===== config.mk =====
export PLATFORM = sky130hd
export DESIGN_NAME = rx_ring_frame_reader
export DESIGN_NICKNAME = d
export VERILOG_FILES = /design/src/hdl/rrfr_pkg.sv /design/src/hdl/rrfr_cfg.sv /design/src/hdl/rrfr_calc.sv /design/src/hdl/rx_ring_frame_reader.sv
export SDC_FILE = /design/constraint.sdc
export NUM_CORES = 1
export LEC_CHECK = 0
export ABC_AREA = 1
export BUFFER_PORTS_ARGS = -buffer_cell sky130_fd_sc_hd__buf_2
export CAP_MARGIN = 20
export CORE_MARGIN = 5
export CORE_UTILIZATION = 35
export CTS_CLUSTER_DIAMETER = 40
export DETAILED_ROUTE_END_ITERATION = 7
export SLEW_MARGIN = 5
export SYNTH_ARGS = -nofsm -noshare
export SYNTH_HDL_FRONTEND = slang
export SYNTH_HIERARCHICAL = 1
export SYNTH_SLANG_ARGS = --single-unit

===== constraint.sdc =====
create_clock -name i_clk -period 9 [get_ports i_clk]
set_input_delay 0.9 -clock i_clk [delete_from_list [all_inputs] [get_ports i_clk]]
set_output_delay 0.9 -clock i_clk [all_outputs]
set_load 0.03 [all_outputs]

===== src/hdl/rrfr_pkg.sv =====
package rrfr_pkg;

    localparam int RING_BYTES_DEF     = 16384;
    localparam int TAIL_THRESHOLD_DEF = 16;

    localparam int HDR_BYTES     = 4;
    localparam int HDR_CRC_BYTES = 8;

    localparam int OFF_W  = 14;
    localparam int ADDR_W = 4;

    localparam logic [15:0] OK_MASK_RST = 16'h0001;
    localparam logic [15:0] MARKER_RST  = 16'hFFF0;

    typedef enum logic [1:0] {
        REG_ENABLE  = 2'd0,
        REG_OK_MASK = 2'd1,
        REG_MARKER  = 2'd2
    } t_reg_idx;

    typedef enum logic [2:0] {
        ST_NOTHING   = 3'd0,
        ST_COPYING   = 3'd1,
        ST_DELIVERED = 3'd2,
        ST_DROPPED   = 3'd3,
        ST_RESYNCED  = 3'd4
    } t_status;

    typedef struct packed {
        logic        enable;
        logic [15:0] status_ok_mask;
        logic [15:0] copying_marker;
    } t_cfg;

    typedef struct packed {
        logic        mode;
        logic        ring_empty;
        logic [15:0] header_status;
        logic [15:0] header_length;
        logic [15:0] request_len;
        logic        dest_valid;
        logic [15:0] head_pointer;
    } t_item;

    typedef struct packed {
        t_status          status;
        logic [15:0]      returned_len;
        logic [OFF_W-1:0] copy_offset;
        logic [15:0]      first_len;
        logic [15:0]      second_len;
        logic [OFF_W-1:0] header_offset;
        logic             tail_write;
        logic [15:0]      tail_value;
    } t_result;

endpackage


===== src/hdl/rrfr_cfg.sv =====
module rrfr_cfg
    import rrfr_pkg::*;
(
    input  logic              i_clk,
    input  logic              i_rst_n,
    input  logic              psel,
    input  logic              penable,
    input  logic              pwrite,
    input  logic [ADDR_W-1:0] paddr,
    input  logic [31:0]       pwdata,
    output logic [31:0]       prdata,
    output logic              pready,
    output t_cfg              o_cfg
);

    t_cfg     r_cfg;
    t_reg_idx w_idx;
    logic     w_wr;

    assign w_idx  = t_reg_idx'(paddr[3:2]);
    assign w_wr   = psel && penable && pwrite;
    assign pready = 1'b1;
    assign o_cfg  = r_cfg;

    always_ff @(posedge i_clk) begin
        if (!i_rst_n) begin
            r_cfg.enable         <= 1'b0;
            r_cfg.status_ok_mask <= OK_MASK_RST;
            r_cfg.copying_marker <= MARKER_RST;
        end else if (w_wr) begin
            case (w_idx)
                REG_ENABLE:  r_cfg.enable         <= pwdata[0];
                REG_OK_MASK: r_cfg.status_ok_mask <= pwdata[15:0];
                REG_MARKER:  r_cfg.copying_marker <= pwdata[15:0];
                default:     ;
            endcase
        end
    end

    always_comb begin
        case (w_idx)
            REG_ENABLE:  prdata = {31'd0, r_cfg.enable};
            REG_OK_MASK: prdata = {16'd0, r_cfg.status_ok_mask};
            REG_MARKER:  prdata = {16'd0, r_cfg.copying_marker};
            default:     prdata = 32'd0;
        endcase
    end

endmodule


===== src/hdl/rrfr_calc.sv =====
module rrfr_calc
    import rrfr_pkg::*;
#(
    parameter int RING_BYTES     = RING_BYTES_DEF,
    parameter int TAIL_THRESHOLD = TAIL_THRESHOLD_DEF,
    localparam int RW            = $clog2(RING_BYTES)
) (
    input  t_cfg           i_cfg,
    input  t_item          i_item,
    input  logic [RW-1:0]  i_read_offset,
    input  logic [15:0]    i_chunk_index,
    output t_result        o_result,
    output logic [RW-1:0]  o_read_offset,
    output logic [15:0]    o_chunk_index
);

    logic [15:0] w_frame;
    logic [15:0] w_rest;
    logic [15:0] w_len;
    logic        w_good;
    logic [RW-1:0] w_coff;
    logic [RW:0]   w_to_end;
    logic          w_fits;
    logic [15:0]   w_ci_next;
    logic [RW-1:0] w_next_sum;
    logic [RW-1:0] w_next_hdr;
    logic [RW-1:0] w_head;

    function automatic logic [15:0] tail_of(input logic [RW-1:0] off);
        logic [RW-1:0] t;
        t = off - RW'(TAIL_THRESHOLD);
        return 16'(t);
    endfunction

    assign w_frame   = i_item.header_length - 16'(HDR_BYTES);
    assign w_rest    = (i_chunk_index < w_frame) ? (w_frame - i_chunk_index) : 16'd0;
    assign w_len     = (i_item.request_len > w_rest) ? w_rest : i_item.request_len;
    assign w_good    = (|(i_item.header_status & i_cfg.status_ok_mask)) && i_item.dest_valid
                       && (w_len != 16'd0);
    assign w_coff    = i_read_offset + RW'(HDR_BYTES) + i_chunk_index[RW-1:0];
    assign w_to_end  = (RW+1)'(RING_BYTES) - {1'b0, w_coff};
    assign w_fits    = 17'(w_len) < 17'(w_to_end);
    assign w_ci_next = w_good ? (i_chunk_index + w_len) : w_frame;
    assign w_next_sum = i_read_offset + w_frame[RW-1:0] + RW'(HDR_CRC_BYTES + 3);
    assign w_next_hdr = {w_next_sum[RW-1:2], 2'b00};
    assign w_head    = i_item.head_pointer[RW-1:0];

    always_comb begin
        o_result      = '0;
        o_read_offset = i_read_offset;
        o_chunk_index = i_chunk_index;
        o_result.status = ST_NOTHING;
        if (!i_cfg.enable) begin
            o_result.status = ST_NOTHING;
        end else if (i_item.mode) begin
            o_read_offset       = w_head;
            o_chunk_index       = 16'd0;
            o_result.status     = ST_RESYNCED;
            o_result.tail_write = 1'b1;
            o_result.tail_value = tail_of(w_head);
        end else if (i_item.ring_empty) begin
            o_result.status = ST_NOTHING;
        end else if (i_item.header_length == i_cfg.copying_marker) begin
            o_result.status = ST_COPYING;
        end else if (i_item.header_length <= 16'(HDR_BYTES)) begin
            o_result.status = ST_NOTHING;
        end else begin
            if (w_good) begin
                o_result.status       = ST_DELIVERED;
                o_result.returned_len = w_len;
                o_result.copy_offset  = OFF_W'(w_coff);
                if (w_fits) begin
                    o_result.first_len  = w_len;
                    o_result.second_len = 16'd0;
                end else begin
                    o_result.first_len  = 16'(w_to_end);
                    o_result.second_len = w_len - 16'(w_to_end);
                end
            end else begin
                o_result.status = ST_DROPPED;
            end
            o_chunk_index = w_ci_next;
            if (w_ci_next >= w_frame) begin
                o_read_offset       = w_next_hdr;
                o_chunk_index       = 16'd0;
                o_result.tail_write = 1'b1;
                o_result.tail_value = tail_of(w_next_hdr);
            end
        end
        o_result.header_offset = OFF_W'(o_read_offset);
    end

endmodule


===== src/hdl/rx_ring_frame_reader.sv =====
// Receive ring frame reader.
// An accepted item passes the input register, then the result register; the
// header/length arithmetic sits between them.
// One item per cycle unless i_ready stalls the output; the state updates per item.
// Reset (synchronous, active low) clears both stages, the header offset and
// the frame index, and loads the register defaults.
module rx_ring_frame_reader
    import rrfr_pkg::*;
#(
    parameter int RING_BYTES     = RING_BYTES_DEF,
    parameter int TAIL_THRESHOLD = TAIL_THRESHOLD_DEF
) (
    input  logic              i_clk,
    input  logic              i_rst_n,
    input  logic              psel,
    input  logic              penable,
    input  logic              pwrite,
    input  logic [ADDR_W-1:0] paddr,
    input  logic [31:0]       pwdata,
    output logic [31:0]       prdata,
    output logic              pready,
    input  logic              i_valid,
    output logic              o_ready,
    input  logic              i_mode,
    input  logic              i_ring_empty,
    input  logic [15:0]       i_header_status,
    input  logic [15:0]       i_header_length,
    input  logic [15:0]       i_request_len,
    input  logic              i_dest_valid,
    input  logic [15:0]       i_head_pointer,
    output logic              o_valid,
    input  logic              i_ready,
    output logic [2:0]        o_status,
    output logic [15:0]       o_returned_len,
    output logic [OFF_W-1:0]  o_copy_offset,
    output logic [15:0]       o_first_len,
    output logic [15:0]       o_second_len,
    output logic [OFF_W-1:0]  o_header_offset,
    output logic              o_tail_write,
    output logic [15:0]       o_tail_value
);

    localparam int RW = $clog2(RING_BYTES);

    t_cfg          w_cfg;
    logic          r_in_valid;
    t_item         r_item;
    logic [RW-1:0] r_read_offset;
    logic [15:0]   r_chunk_index;
    logic          r_out_valid;
    t_result       r_res;
    t_result       n_res;
    logic [RW-1:0] n_read_offset;
    logic [15:0]   n_chunk_index;
    logic          w_adv;
    logic          w_out_free;

    rrfr_cfg u_cfg (
        .i_clk   (i_clk),
        .i_rst_n (i_rst_n),
        .psel    (psel),
        .penable (penable),
        .pwrite  (pwrite),
        .paddr   (paddr),
        .pwdata  (pwdata),
        .prdata  (prdata),
        .pready  (pready),
        .o_cfg   (w_cfg)
    );

    rrfr_calc #(
        .RING_BYTES     (RING_BYTES),
        .TAIL_THRESHOLD (TAIL_THRESHOLD)
    ) u_calc (
        .i_cfg         (w_cfg),
        .i_item        (r_item),
        .i_read_offset (r_read_offset),
        .i_chunk_index (r_chunk_index),
        .o_result      (n_res),
        .o_read_offset (n_read_offset),
        .o_chunk_index (n_chunk_index)
    );

    assign w_out_free = !r_out_valid || i_ready;
    assign w_adv      = r_in_valid && w_out_free;
    assign o_ready    = !r_in_valid || w_out_free;

    always_ff @(posedge i_clk) begin
        if (!i_rst_n) begin
            r_in_valid    <= 1'b0;
            r_out_valid   <= 1'b0;
            r_read_offset <= '0;
            r_chunk_index <= '0;
        end else begin
            if (o_ready) begin
                r_in_valid <= i_valid;
            end
            if (w_out_free) begin
                r_out_valid <= r_in_valid;
            end
            if (w_adv) begin
                r_read_offset <= n_read_offset;
                r_chunk_index <= n_chunk_index;
            end
        end
    end

    always_ff @(posedge i_clk) begin
        if (o_ready && i_valid) begin
            r_item.mode          <= i_mode;
            r_item.ring_empty    <= i_ring_empty;
            r_item.header_status <= i_header_status;
            r_item.header_length <= i_header_length;
            r_item.request_len   <= i_request_len;
            r_item.dest_valid    <= i_dest_valid;
            r_item.head_pointer  <= i_head_pointer;
        end
        if (w_adv) begin
            r_res <= n_res;
        end
    end

    assign o_valid         = r_out_valid;
    assign o_status        = r_res.status;
    assign o_returned_len  = r_res.returned_len;
    assign o_copy_offset   = r_res.copy_offset;
    assign o_first_len     = r_res.first_len;
    assign o_second_len    = r_res.second_len;
    assign o_header_offset = r_res.header_offset;
    assign o_tail_write    = r_res.tail_write;
    assign o_tail_value    = r_res.tail_value;

endmodule


==> run_results.csv, run 1 <==
group,metric,value,unit
clock_tree,clock-root-buffer,"clkbuf_16",
drt,ant_nets,0,
pwr,swShare,0.357,
sta,max_freq,119,MHz
flow_run,max_cap_viol_count,0,
critical_path,crit_path_max_incr_delay,460,ps
sta,worstMarginPinSlew,1080,ps
global_route,use_met1,0.236,
pwr,total_power,4.31,mW
yosys,yosys_warnings,6,
drt,drc,0,
critical_path,cp_max_fo,18,
floorplan,dieWidth,226,µm
placement,numPortBuffers,203,
pwr,pwr-share-clk,0.381,
critical_path,crit_path_start_kind,"register",
pwr,pwr_density_cell,213,nW/µm²
hold_path,hp-class,"in -> reg",
sta,slew_headroom,0.281,
pwr,seqPwrFrac,0.280,
global_route,first_global_vias,13914,
critical_path,critical_path_class,"reg -> reg",
global_route,antenna_found_initial,3,
clock_tree,clk_latency,590,ps
placement,dp_slack,65.1,ps
pwr,power.leakage,9.78,nW
sta,tns,0,ps
clock_tree,cts_sinks,226,
critical_path,crit_slowest_cell,"edfxtp_1",
clock_tree,clk_pin_slew_worst_paths,50,ps
global_route,overflow,0,
critical_path,end_kind,"register",
critical_path,critPathRequiredTime,9340,ps
global_route,globalRoute.busiestLayer,"met2",
finish,fin_nets,2652,
global_route,grt_usage,0.182,
drt,drtPass1Iterations,5,
placement,place_area,18600,µm²
drt,routed_wl,47800,µm
global_route,grt_max_degree,67,
floorplan,fp.coreArea,46400,µm²
yosys,syn_area,16400,µm²
global_route,grt_use_met2,0.306,
floorplan,initial_core_util,0.353,
clock_tree,cts_tree,"yes",
sta,holdWs,492,ps
finish,final_util,0.437,
clock_tree,ctsHoldBuffers,0,
finish,drive_gt1_frac,0.213,
floorplan,dieArea,51200,µm²
clock_tree,cts_made_buffers,40,
sta,setup_viol,0,
sta,setup_ws,614,ps
critical_path,cp_common_cell,"nand2_1",
drt,viasPerCell,4.78,
global_route,grt.met3_usage,0.0412,
finish,syn_to_final_growth,23.8,%
finish,stdcell_area,20300,µm²
placement,dpl.hpwl,37500,µm
sta,min_period_over_period,0.932,
sta,min_period,8390,ps
pwr,power.internal,2.77,mW
floorplan,num_rows,79,
floorplan,die_h,226,µm
sta,skew,50.9,ps
sta,maxSlewViolCount,0,
drt,drt-initial-drc-count,1007,
pwr,ir_drop,0.134,mV
sta,finalHoldViolCount,0,
drt,via_count,14574,
finish,n_fill_cell,4628,
critical_path,critical_path_arrival,8730,ps
drt,wire_per_inst,15.7,µm
clock_tree,cts.path.max_buffers,3,
status,status,"finished clean",
floorplan,io_pins,241,
yosys,synth_area_per_cell,7.79,µm²
global_route,grt_pass1_wl,74000,µm
pwr,pwr-share-comb,0.339,
pwr,p_sw,1.54,mW
yosys,synth_cells,2100,
finish,layout.cells.non_filler,3046,
clock_tree,htree_levels,2,
placement,place.gp.congestion,0.958,
placement,dp.cells,2963,
## sequential cells by signal, summed over array words and instances (netlist names)
register         count
r_item              65
o_tail_value        16
o_second_len        16
u_cfg/o_cfg         33
o_tail_write         1
o_first_len         16
o_status             3
r_chunk_index       16
o_returned_len      16
o_header_offset     14
r_read_offset       14
r_in_valid           1
o_valid              1
o_copy_offset       14
## final timing paths
check	start	endpoint	slack, ps	cells past startpoint
setup reg to reg	r_item[35]$_DFFE_PP_	o_header_offset[9]$_DFFE_PP_	610	49
hold reg to reg	u_cfg/o_cfg[12]$_SDFFE_PN1P_	u_cfg/o_cfg[12]$_SDFFE_PN1P_	500	2
setup / recovery	r_item[35]$_DFFE_PP_	o_header_offset[9]$_DFFE_PP_	610	49
hold / removal	i_head_pointer[12]	r_item[12]$_DFFE_PP_	490	1
## layout by cell type, fill, tap and decap left out, types with 41 or more instances in the layout
master,n
a21oi_1,149
buf_2,204
buf_4,131
clkbuf_16,41
dfxtp_1,64
edfxtp_1,161
ha_1,131
inv_1,267
nand2_1,535
nand3_1,128
nor2_1,198
o21ai_0,44
xor2_1,59
## power groups by stage
stage	Combinational, mW	Sequential (mW)	Clock [mW]
floorplan	0.945	1.24	0
global placement	1.41	1.23	0
detailed placement	1.43	1.23	0
CTS	1.44	1.21	1.69
global route	1.63	1.21	1.74
finish	1.46	1.21	1.64
## routing by layer
metal,share of wire,routed length [µm],vias up
li1,-,-,7409
met1,0.44,21000,6707
met2,0.47,22500,387
met3,0.064,3040,67
met4,0.025,1200,4
met5,0.00040,19,-
## cell type report
type	count	area [µm²]	share of cell area
well taps	607	759	0.0375
repair buffers	338	2050	0.101
multi-input cells	1522	8760	0.432
inverters	277	1040	0.0515
clock inverters	28	450	0.0222
diodes	3	7.51	0.000371
clock buffers	45	1040	0.0514
flip-flops and latches	226	6140	0.303
## repair_timing
action	4_1_cts	5_1_grt
setup endpoints to repair	0	57
gates resized for setup	0	33
setup buffers	0	5
## worst max-delay path, delay by kind of cell (launching register included)
| kind | cells | cell delay, ps |
|---|---|---|
| adders and majority gates | 5 | 1570 |
| DFF | 1 | 460 |
| and+or+nand+nor | 25 | 3170 |
| xor gates and xnor gates | 1 | 350 |
| AOI/OAI and AO/OA | 7 | 1160 |
| buffers and inverters | 11 | 1450 |
Note: power is estimated with default switching activity, not from simulation.
==> run 2, diff against run 1 <==
==> constraint.sdc (replaced) <==
create_clock -name i_clk -period 9 [get_ports i_clk]
set_input_delay 0 -clock i_clk [delete_from_list [all_inputs] [get_ports i_clk]]
set_output_delay 0 -clock i_clk [all_outputs]
set_load 0.03 [all_outputs]
==> run 2 against run 1 <==
Compared with the run above: count of clock-buffer cells in the layout down 2; clock skew down 27 ps; cell count up 2.7%; power down 4.9%; largest power group is now combinational cells; critical endpoint is now r_read_offset[8]$_SDFFE_PN0P_; combinational power about the same; sequential power about the same; clock power down 13%; sequential share of layout area down 1.0 points.
==> run_results.csv, run 2 (synthesized netlist as in run 1, its figures left out) <==
group,metric,value,unit
status,status,"finished clean",
sta,slew_headroom,0.303,
placement,numPortBuffers,203,
floorplan,fp.coreArea,46400,µm²
critical_path,critical_path_class,"reg -> reg",
finish,stdcell_area,21000,µm²
global_route,grt_usage,0.189,
drt,ant_nets,0,
floorplan,num_rows,79,
pwr,total_power,4.10,mW
sta,skew,23.4,ps
hold_path,hp-class,"in -> reg",
drt,wire_per_inst,15.9,µm
pwr,power.leakage,10.0,nW
placement,place.gp.congestion,0.951,
global_route,antenna_found_initial,0,
global_route,grt_max_degree,72,
sta,setup_viol,0,
floorplan,dieArea,51200,µm²
clock_tree,cts.path.max_buffers,3,
clock_tree,clk_latency,550,ps
drt,routed_wl,49800,µm
clock_tree,cts_sinks,226,
critical_path,crit_path_start_kind,"register",
placement,dpl.hpwl,38100,µm
finish,final_common_cell,"nand2_1",
finish,layout.cells.non_filler,3129,
critical_path,crit_slowest_cell,"ha_1",
drt,drt-initial-drc-count,839,
critical_path,crit_path_max_incr_delay,460,ps
finish,largest_reg_flops,65,
critical_path,cp_common_cell,"nand2_1",
placement,dp.cells,2949,
finish,final_cell_mix,"537 x nand2_1, 267 x inv_1, 203 x buf_2",
flow_run,max_cap_viol_count,0,
global_route,first_global_vias,14327,
floorplan,dieWidth,226,µm
clock_tree,clk_pin_slew_worst_paths,60,ps
critical_path,cp_max_fo,17,
critical_path,critical_path_arrival,8800,ps
pwr,pwr_density_cell,196,nW/µm²
finish,top_register,"r_item",
floorplan,die_h,226,µm
finish,regArea,6140,µm²
drt,via_count,14939,
finish,multi_input_area,8760,µm²
critical_path,regToRegSetupSlack,690,ps
finish,syn_to_final_growth,28.1,%
placement,place_area,18500,µm²
finish,drive_gt1_frac,0.197,
drt,drtPass1Iterations,5,
sta,maxSlewViolCount,0,
finish,n_fill_cell,4551,
clock_tree,cts_tree,"yes",
floorplan,initial_core_util,0.353,
floorplan,io_pins,241,
drt,viasPerCell,4.77,
clock_tree,htree_levels,2,
sta,tns,0,ps
critical_path,end_kind,"register",
clock_tree,cts_made_buffers,39,
clock_tree,clock-root-buffer,"clkbuf_16",
sta,min_period_over_period,0.923,
pwr,ir_drop,0.131,mV
sta,finalHoldViolCount,0,
critical_path,critPathRequiredTime,9490,ps
global_route,grt_pass1_wl,76400,µm
drt,drc,0,
sta,min_period,8310,ps
global_route,overflow,0,
sta,max_freq,120,MHz
sta,worstMarginPinSlew,1050,ps
finish,antennaDiodeCount,0,
finish,fin_nets,2738,
## run 2: through the flow
step	hold slack, ps	util	setup WS, ps
finish	110	0.452	693
global route	137	0.452	-30.8
CTS	72.2	0.448	234
detailed placement	178	0.398	268
global placement	176	0.398	368
floorplan	98.9	-	1340
## run 2: power breakdown
group	leakage, nW	switching (mW)	internal [mW]
combinational	7.26	0.905	0.564
clock	0.620	0.552	0.877
sequential	2.13	0.0411	1.16
## run 2: worst paths after layout
path	from	end	depth (start not counted)
setup / recovery	r_item[35]$_DFFE_PP_	r_read_offset[8]$_SDFFE_PN0P_	52
hold / removal	i_rst_n	u_cfg/o_cfg[4]$_SDFFE_PN1P_	3
setup reg to reg	r_item[35]$_DFFE_PP_	r_read_offset[8]$_SDFFE_PN0P_	52
hold reg to reg	u_cfg/o_cfg[12]$_SDFFE_PN1P_	u_cfg/o_cfg[12]$_SDFFE_PN1P_	2
## run 2: cell type report
cell class | instances | share of cell area
multi-input cells | 1522 | 0.418
repair buffers | 425 | 0.143
flip-flops and latches | 226 | 0.293
well taps | 607 | 0.0362
clock inverters | 29 | 0.0114
clock buffers | 43 | 0.0493
inverters | 277 | 0.0497
## run 2: layer usage
layer,part of all wire,track usage
met1,0.43,0.245
met5,0,0
met4,0.034,0.0673
met3,0.060,0.0304
met2,0.47,0.319
## run 2: timing repair
item                                   4_1_cts  5_1_grt
resized for setup                            0       31
endpoints found under the hold margin       99        0
hold buffers                               104        0
setup endpoints to repair                    0       56
buffers inserted                             0        1
## run 2: critical path, delay by kind of cell (launching register included)
kind	cells	cell delay (ps)
AOI/OAI and AO/OA	9	1750
DFF	1	420
and+or+nand+nor	31	3660
adders and majority gates	4	1330
buffers and inverters	8	1080
